**src/lcg_random_in_range_core_assert.svh**
```systemverilog
// ----------------------------------------------------------------------------
// Assertion macros for the LCG random-in-range core
// Concurrent checks that compile away when SYNTH is defined.
// ----------------------------------------------------------------------------
`ifndef LCG_RANDOM_IN_RANGE_CORE_ASSERT_SVH
`define LCG_RANDOM_IN_RANGE_CORE_ASSERT_SVH

`ifndef SYNTH
// Property must hold at every edge outside reset
`define LCGR_ASSERT(lbl, ck, rn, prop, msg) \
	lbl: assert property (@(posedge ck) disable iff (!rn) (prop)) else $error(msg);
// Consequent must hold in the cycle after the antecedent
`define LCGR_ASSERT_NEXT(lbl, ck, rn, ante, cons, msg) \
	lbl: assert property (@(posedge ck) disable iff (!rn) (ante) |=> (cons)) else $error(msg);
`else
`define LCGR_ASSERT(lbl, ck, rn, prop, msg)
`define LCGR_ASSERT_NEXT(lbl, ck, rn, ante, cons, msg)
`endif

`endif

```
**src/lcgr_pkg.sv**
```systemverilog
// ----------------------------------------------------------------------------
// lcgr_pkg
// Shared widths, generator constants and types of the LCG random-in-range core.
// ----------------------------------------------------------------------------
package lcgr_pkg;

	localparam int STATE_W = 31;
	localparam int BOUND_W = 16;
	localparam int DIV_W   = BOUND_W + 1;
	localparam int CNT_W   = 5;

	// ANSI C generator: state = (mult * state + incr) mod 2^31
	localparam logic [STATE_W-1:0] LCG_MULT = 31'd1103515245;
	localparam logic [STATE_W-1:0] LCG_INCR = 31'd12345;

	// Job handed from front to back: advanced state and inclusive bound
	typedef struct packed {
		logic [STATE_W-1:0] state;
		logic [BOUND_W-1:0] bound;
	} job_t;

	// Back-end sequencer
	typedef enum logic [2:0] {
		BK_IDLE = 3'b001,
		BK_DIV  = 3'b010,
		BK_HOLD = 3'b100
	} bk_state_t;

	// Back-end status seen by the top level
	typedef struct packed {
		logic busy;
		logic out_valid;
	} bk_stat_t;

endpackage

```
**src/lcg_random_in_range_core.sv**
```systemverilog
// ----------------------------------------------------------------------------
// lcg_random_in_range_core
// Random number generator returning a value in 0..max_value per request.
// ----------------------------------------------------------------------------
// Usage:
//   Request side: drive max_value and push; a word is taken when full is low.
//   The front steps the 31-bit ANSI C generator in the accept cycle and
//   queues the new state with the bound.
//   Result side: random_value is valid while empty is low; pop takes it.
//   The back end reduces the state modulo (max_value + 1) one dividend bit
//   per cycle, 31 steps, then loads the result register once the slot is free.
//   Sustained throughput is set by the serial remainder loop; up to
//   QUEUE_DEPTH requests queue while it runs.
//   A stalled result side holds the finished word; the back end then waits
//   with its next remainder, and full rises once the queue fills.
//   Seed port: a cfg_valid word loads the generator state; cfg_ready is
//   always high. Write it only while no request is outstanding.
//   Reset clears the generator state to zero and empties the queue.
// ----------------------------------------------------------------------------
`include "lcg_random_in_range_core_assert.svh"

module lcg_random_in_range_core
	import lcgr_pkg::*;
#(
	parameter int QUEUE_DEPTH = 2
) (
	input  logic               clk,
	input  logic               arst_n,
	input  logic               push,
	output logic               full,
	input  logic [BOUND_W-1:0] max_value,
	output logic               empty,
	input  logic               pop,
	output logic [BOUND_W-1:0] random_value,
	input  logic               cfg_valid,
	output logic               cfg_ready,
	input  logic [STATE_W-1:0] seed
);

	logic     q_push;
	logic     q_pop;
	logic     q_full;
	logic     q_empty;
	job_t     q_wdata;
	job_t     q_rdata;
	bk_stat_t bk_stat;

	assign cfg_ready = 1'b1;
	assign full      = q_full;

	// generator front
	lcgr_front u_front (
		.clk       (clk),
		.arst_n    (arst_n),
		.push      (push),
		.max_value (max_value),
		.cfg_valid (cfg_valid),
		.seed      (seed),
		.q_full    (q_full),
		.q_push    (q_push),
		.q_data    (q_wdata)
	);

	// job queue
	lcgr_fifo #(
		.DEPTH (QUEUE_DEPTH)
	) u_fifo (
		.clk     (clk),
		.arst_n  (arst_n),
		.wr_en   (q_push),
		.wr_data (q_wdata),
		.rd_en   (q_pop),
		.rd_data (q_rdata),
		.full    (q_full),
		.empty   (q_empty)
	);

	// remainder back end
	lcgr_back u_back (
		.clk          (clk),
		.arst_n       (arst_n),
		.q_empty      (q_empty),
		.q_data       (q_rdata),
		.q_pop        (q_pop),
		.pop          (pop),
		.empty        (empty),
		.random_value (random_value),
		.stat         (bk_stat)
	);

	// checks
	`LCGR_ASSERT(a_q_not_full_and_empty, clk, arst_n, !(q_full && q_empty), "queue full and empty")
	`LCGR_ASSERT_NEXT(a_push_fills_q, clk, arst_n, q_push, !q_empty, "pushed word lost")
	`LCGR_ASSERT(a_pop_only_idle, clk, arst_n, !(q_pop && (bk_stat.busy || q_empty)), "bad pop")
	`LCGR_ASSERT(a_out_matches_empty, clk, arst_n, bk_stat.out_valid == !empty, "result flag")

endmodule

```
**src/lcgr_fifo.sv**
```systemverilog
// ----------------------------------------------------------------------------
// lcgr_fifo
// Short job queue between the generator front and the remainder back end.
// ----------------------------------------------------------------------------
module lcgr_fifo
	import lcgr_pkg::*;
#(
	parameter int DEPTH = 2
) (
	input  logic clk,
	input  logic arst_n,
	input  logic wr_en,
	input  job_t wr_data,
	input  logic rd_en,
	output job_t rd_data,
	output logic full,
	output logic empty
);

	localparam int PW = (DEPTH > 1) ? $clog2(DEPTH) : 1;
	localparam int CW = $clog2(DEPTH + 1);

	job_t          mem_q [DEPTH];
	logic [PW-1:0] wr_ptr_q;
	logic [PW-1:0] rd_ptr_q;
	logic [CW-1:0] cnt_q;

	function automatic logic [PW-1:0] ptr_inc(input logic [PW-1:0] p);
		if (p == PW'(DEPTH - 1)) begin
			return '0;
		end
		return p + 1'b1;
	endfunction

	assign full    = (cnt_q == CW'(DEPTH));
	assign empty   = (cnt_q == '0);
	assign rd_data = mem_q[rd_ptr_q];

	// storage, written only on an accepted word
	always_ff @(posedge clk) begin
		if (wr_en && !full) begin
			mem_q[wr_ptr_q] <= wr_data;
		end
	end

	// pointers and fill count
	always_ff @(posedge clk or negedge arst_n) begin
		if (!arst_n) begin
			wr_ptr_q <= '0;
			rd_ptr_q <= '0;
			cnt_q    <= '0;
		end else begin
			if (wr_en && !full) begin
				wr_ptr_q <= ptr_inc(wr_ptr_q);
			end
			if (rd_en && !empty) begin
				rd_ptr_q <= ptr_inc(rd_ptr_q);
			end
			case ({wr_en && !full, rd_en && !empty})
				2'b10:   cnt_q <= cnt_q + 1'b1;
				2'b01:   cnt_q <= cnt_q - 1'b1;
				default: cnt_q <= cnt_q;
			endcase
		end
	end

endmodule

```
**src/lcgr_front.sv**
```systemverilog
// ----------------------------------------------------------------------------
// lcgr_front
// Holds the generator state, advances it per request and emits a job word.
// ----------------------------------------------------------------------------
module lcgr_front
	import lcgr_pkg::*;
(
	input  logic               clk,
	input  logic               arst_n,
	input  logic               push,
	input  logic [BOUND_W-1:0] max_value,
	input  logic               cfg_valid,
	input  logic [STATE_W-1:0] seed,
	input  logic               q_full,
	output logic               q_push,
	output job_t               q_data
);

	logic [STATE_W-1:0] state_q;
	logic [STATE_W-1:0] prod_lo;
	logic [STATE_W-1:0] state_nxt;

	// only the low 31 bits of the product survive the modulo
	assign prod_lo   = STATE_W'(state_q * LCG_MULT);
	assign state_nxt = prod_lo + LCG_INCR;

	assign q_push       = push && !q_full;
	assign q_data.state = state_nxt;
	assign q_data.bound = max_value;

	// generator state: reseeded by a config write, stepped per accepted word
	always_ff @(posedge clk or negedge arst_n) begin
		if (!arst_n) begin
			state_q <= '0;
		end else if (cfg_valid) begin
			state_q <= seed;
		end else if (q_push) begin
			state_q <= state_nxt;
		end
	end

endmodule

```
**src/lcgr_back.sv**
```systemverilog
// ----------------------------------------------------------------------------
// lcgr_back
// Bit-serial remainder of the state by (bound + 1) and the result register.
// ----------------------------------------------------------------------------
module lcgr_back
	import lcgr_pkg::*;
(
	input  logic               clk,
	input  logic               arst_n,
	input  logic               q_empty,
	input  job_t               q_data,
	output logic               q_pop,
	input  logic               pop,
	output logic               empty,
	output logic [BOUND_W-1:0] random_value,
	output bk_stat_t           stat
);

	bk_state_t          st_q;
	logic [CNT_W-1:0]   cnt_q;
	logic [STATE_W-1:0] dvd_q;
	logic [DIV_W-1:0]   div_q;
	logic [DIV_W-1:0]   rem_q;
	logic               out_valid_q;
	logic [BOUND_W-1:0] out_q;

	logic [DIV_W:0]     rem_sh;
	logic [DIV_W:0]     rem_diff;
	logic [DIV_W-1:0]   rem_nxt;
	logic               slot_free;

	// one restoring step: shift in the next dividend bit, subtract if it fits
	assign rem_sh   = {rem_q, dvd_q[STATE_W-1]};
	assign rem_diff = rem_sh - {1'b0, div_q};
	assign rem_nxt  = rem_diff[DIV_W] ? rem_sh[DIV_W-1:0] : rem_diff[DIV_W-1:0];

	assign slot_free    = !out_valid_q || pop;
	assign q_pop        = (st_q == BK_IDLE) && !q_empty;
	assign empty        = !out_valid_q;
	assign random_value = out_q;
	assign stat.busy      = (st_q != BK_IDLE);
	assign stat.out_valid = out_valid_q;

	// sequencer and result register
	always_ff @(posedge clk or negedge arst_n) begin
		if (!arst_n) begin
			st_q        <= BK_IDLE;
			cnt_q       <= '0;
			out_valid_q <= 1'b0;
		end else begin
			if (pop && out_valid_q) begin
				out_valid_q <= 1'b0;
			end
			case (st_q)
				BK_IDLE: begin
					if (!q_empty) begin
						cnt_q <= '0;
						st_q  <= BK_DIV;
					end
				end
				BK_DIV: begin
					cnt_q <= cnt_q + 1'b1;
					if (cnt_q == CNT_W'(STATE_W - 1)) begin
						st_q <= BK_HOLD;
					end
				end
				BK_HOLD: begin
					if (slot_free) begin
						out_valid_q <= 1'b1;
						st_q        <= BK_IDLE;
					end
				end
				default: st_q <= BK_IDLE;
			endcase
		end
	end

	// datapath
	always_ff @(posedge clk) begin
		case (st_q)
			BK_IDLE: begin
				dvd_q <= q_data.state;
				div_q <= {1'b0, q_data.bound} + 1'b1;
				rem_q <= '0;
			end
			BK_DIV: begin
				rem_q <= rem_nxt;
				dvd_q <= {dvd_q[STATE_W-2:0], 1'b0};
			end
			BK_HOLD: begin
				if (slot_free) begin
					out_q <= rem_q[BOUND_W-1:0];
				end
			end
			default: rem_q <= rem_q;
		endcase
	end

endmodule
```
**config.mk**
```make
export PLATFORM = sky130hd
export DESIGN_NAME = lcg_random_in_range_core
export DESIGN_NICKNAME = d
export VERILOG_FILES = /design/src/lcgr_pkg.sv /design/src/lcg_random_in_range_core.sv /design/src/lcgr_fifo.sv /design/src/lcgr_front.sv /design/src/lcgr_back.sv
export VERILOG_INCLUDE_DIRS = /design/src /design/src/src
export SDC_FILE = /design/constraint.sdc
export NUM_CORES = 1
export LEC_CHECK = 0
export BUFFER_PORTS_ARGS = -buffer_cell sky130_fd_sc_hd__buf_2
export CAP_MARGIN = 15
export CELL_PAD_IN_SITES_DETAIL_PLACEMENT = 2
export CELL_PAD_IN_SITES_GLOBAL_PLACEMENT = 2
export CORE_AREA = 3 3 251 253
export DETAILED_ROUTE_END_ITERATION = 16
export DIE_AREA = 0 0 254 256
export GPL_ROUTABILITY_DRIVEN = 0
export PLACE_DENSITY_LB_ADDON = 0.25
export SLEW_MARGIN = 25
export SYNTH_ARGS = -nofsm -noshare
export SYNTH_HDL_FRONTEND = slang
export SYNTH_SLANG_ARGS = --single-unit
```
**constraint.sdc**
```tcl
create_clock -name clk -period 9.14 [get_ports clk]
set_clock_uncertainty 0.2 [all_clocks]
set_input_delay 0.914 -clock clk [delete_from_list [all_inputs] [get_ports clk]]
set_output_delay 0.914 -clock clk [all_outputs]
set_load 0.02 [all_outputs]
```
==> run metrics <==
core footprint=61300 µm²; EDFF count, synth=175; Routed WL per cell=20.1 µm; Final TNS setup=0 ns; vias=11.8k; R2R depth=22; kind of critical path=reg -> reg; reg2reg start=u_front.state_q[8]$_DFFE_PN0P_; Clk pin slew, worst setup/hold paths=0.06 ns; # DRC=0; Avg Synthesized Cell Area=10.9 µm²; #FFs+latches synth=219; endpoint type of the worst setup path=register; Final min period=7.34 ns; busiest grt layer=met2; row count=91; Area after DPL=19600 µm²; Vias/cell=4.58; top post-synthesis cells by area=edfxtp_1 29%, fa_1 20%, ha_1 15%, inv_1 8.8%, dfrtp_1 5.9%; die extent in y=256 µm; Worst Path Arrival=7.63 ns; crit share post-route=80.3%; Worst Tran Pin Value=0.842 ns; crit path capture=u_front.state_q[29]$_DFFE_PN0P_; asr flop ratio synth=20.1%; Port Buf Inserts=69; post-synthesis mux area share=3.07%; drt total wl=51700 µm; Synth area leader=edfxtp_1; grt ovf=0; max-slew violations=0; max-cap check violation count=0; status=completed; Layout area overhead=12.2%; largest family of logic cells by synthesized area=adder cells; Synth Area in XOR/XNOR=4.30%; drt first pass iters=4; Slew headroom=43.9%; CTS Hold Buffers Added=0; FF-to-FF setup slack=1.80 ns; Mapped Nets=2127; met3 track demand over resource=2.06%; worst-skew pair later-pin latency=0.59 ns; commonest cells in the netlist=427 x inv_1, 214 x ha_1, 182 x fa_1; vias in the first global route=13.8k; Setup crit start kind=register; maximum fanout along the worst path=8; initial antenna violation count=1; CTS Buf Count=28; Min-Delay Path Class=reg -> reg; most numerous cell in the Yosys netlist=inv_1; Top FF cell, synth=edfxtp_1; Final ANT Viol Nets=0; Synth warnings=0; clk sinks=219; final setup fails=0; simple-gate portion of the synthesized area=6.34%; f_max=136 MHz; die width=254 µm; sequential fraction of the synthesis area=34.8%; cell area after layout=20500 µm²; final std cells w/o fill=2567; r2r endpoint=u_front.state_q[29]$_DFFE_PN0P_; CTS Buffer Depth=3; CTS tree=built; Hold Vio Cnt, Final=0; Global Route Usage Sum=16.4%; Cells after Synth=1679; Adder-Cell Fraction of Synth Area=34.6%; HPWL after detailed placement=42600 µm; root buf cell=clkbuf_16; Compound-Gate Fraction of Synth Area=7.42%; M1 GR Usage=21.2%; RSZ-0062 raised after global routing=no; first-pass GRT wire length=81800 µm; Post CTS Setup Buffer Count=0; Initial Util=29.9%; die area=65000 µm²; Final nets=2202; placed insts=2514; layout cells sized above 1=8.67%; # resized after CTS=0; CP startpoint=u_front.state_q[8]$_DFFE_PN0P_; DRT iter0 DRCs=451; Yosys top cell area share=28.7%; WP data required=9.43 ns; M2 GR Usage=28.8%; largest net degree at the start of global routing=68; synthesized area=18300 µm²; Synth cell types=64; I/O pin count=71; H-tree Lvls=1
-- how the worst min path moves through the flow --
stage / startpoint / endpoint / slack, ns / depth (start not counted)
final: u_back.rem_q[13]$_SDFFCE_PN0N_ / u_back.random_value[13]$_DFFE_PP_ / 0.31 / 0
after global placement: u_back.st_q[2]$_DFFE_PN0P_ / u_back.st_q[1]$_DFFE_PN0P_ / 0.30 / 1
after global routing: max_value[13] / u_fifo.mem_q[0][13]$_DFFE_PP_ / 0.28 / 1
after floorplan: u_back.st_q[2]$_DFFE_PN0P_ / u_back.st_q[1]$_DFFE_PN0P_ / 0.25 / 1
after CTS: max_value[12] / u_fifo.mem_q[0][12]$_DFFE_PP_ / 0.27 / 1
after detailed placement: u_back.rem_q[13]$_SDFFCE_PN0N_ / u_back.random_value[13]$_DFFE_PP_ / 0.31 / 0
-- layout by cell type (no fill, tap or decap), types with 4 or more instances in the layout --
cell	n
a211oi_1	4
a21o_1	13
a21oi_1	59
a31oi_1	6
a32o_1	4
a32oi_1	9
and4_1	4
buf_2	69
buf_4	10
clkbuf_1	7
clkbuf_16	28
clkbuf_8	5
dfrtp_1	42
edfxtp_1	175
fa_1	182
ha_1	214
inv_1	427
mux2i_1	55
nand2_1	103
nand2b_1	7
nand3_1	13
nand3b_1	9
nor2_1	33
nor2b_1	20
nor3_1	9
o21a_1	10
o21ai_0	76
o21bai_1	4
o22ai_1	4
o31ai_1	7
or2_2	9
or3_1	8
xnor2_1	57
xor2_1	31
-- layout make-up --
cell class	instances	area, µm²
fillers	6640	40700
multi-input cells	999	10200
flip-flops and latches	219	6360
inverters	427	1600
well taps	790	988
clock buffers	40	796
repair buffers	79	420
clock inverters	12	143
diodes	1	2.50
-- stage by stage --
step	hold slack (ns)	worst slack [ns]	utilization [%]
finish	0.307	1.80	33.5
global placement	0.295	1.82	32.0
global route	0.279	1.45	33.5
floorplan	0.247	2.57	-
detailed placement	0.305	1.70	32.0
CTS	0.273	1.73	33.5
-- routing by layer --
metal | share of wire, % | vias to the layer above
met4 | 3.1 | 0
met2 | 49 | 150
met5 | 0 | -
met1 | 44 | 5972
met3 | 3.5 | 63
li1 | - | 5575
-- state kept, by name, summed over array words and instances, names as in the netlist --
name                 count
u_back.dvd_q            31
u_back.random_value     16
u_fifo.mem_q            94
u_back.div_q            17
u_back.out_valid_q       1
u_back.cnt_q             5
u_back.rem_q            17
u_front.state_q         31
u_fifo.cnt_q             2
u_fifo.wr_ptr_q          1
u_fifo.rd_ptr_q          1
u_back.st_q              3
-- worst max-delay path, cell delays in order, from the launching register on --
cell      delay, ns
dfrtp_1        0.66
ha_1           0.40
inv_1          0.16
fa_1           0.45
fa_1           0.53
fa_1           0.57
inv_1          0.06
fa_1           0.52
fa_1           0.44
fa_1           0.55
inv_1          0.06
fa_1           0.53
inv_1          0.05
ha_1           0.38
a21o_1         0.21
a21o_1         0.17
a21oi_1        0.20
o211ai_2       0.17
o211ai_1       0.27
a31oi_1        0.14
xor2_1         0.28
mux2i_1        0.11
o21ai_0        0.16
-- kinds of logic after synthesis --
logic type	count (synthesis)
muxes	56
DFF	219
adders and majority gates	396
other	1
AOI/OAI and AO/OA	219
buffers and inverters	461
and+or+nand+nor	238
xor gates and xnor gates	89
Power is not shown: default switching activity piles up to over one toggle a cycle in this logic, so the estimate is an artifact.
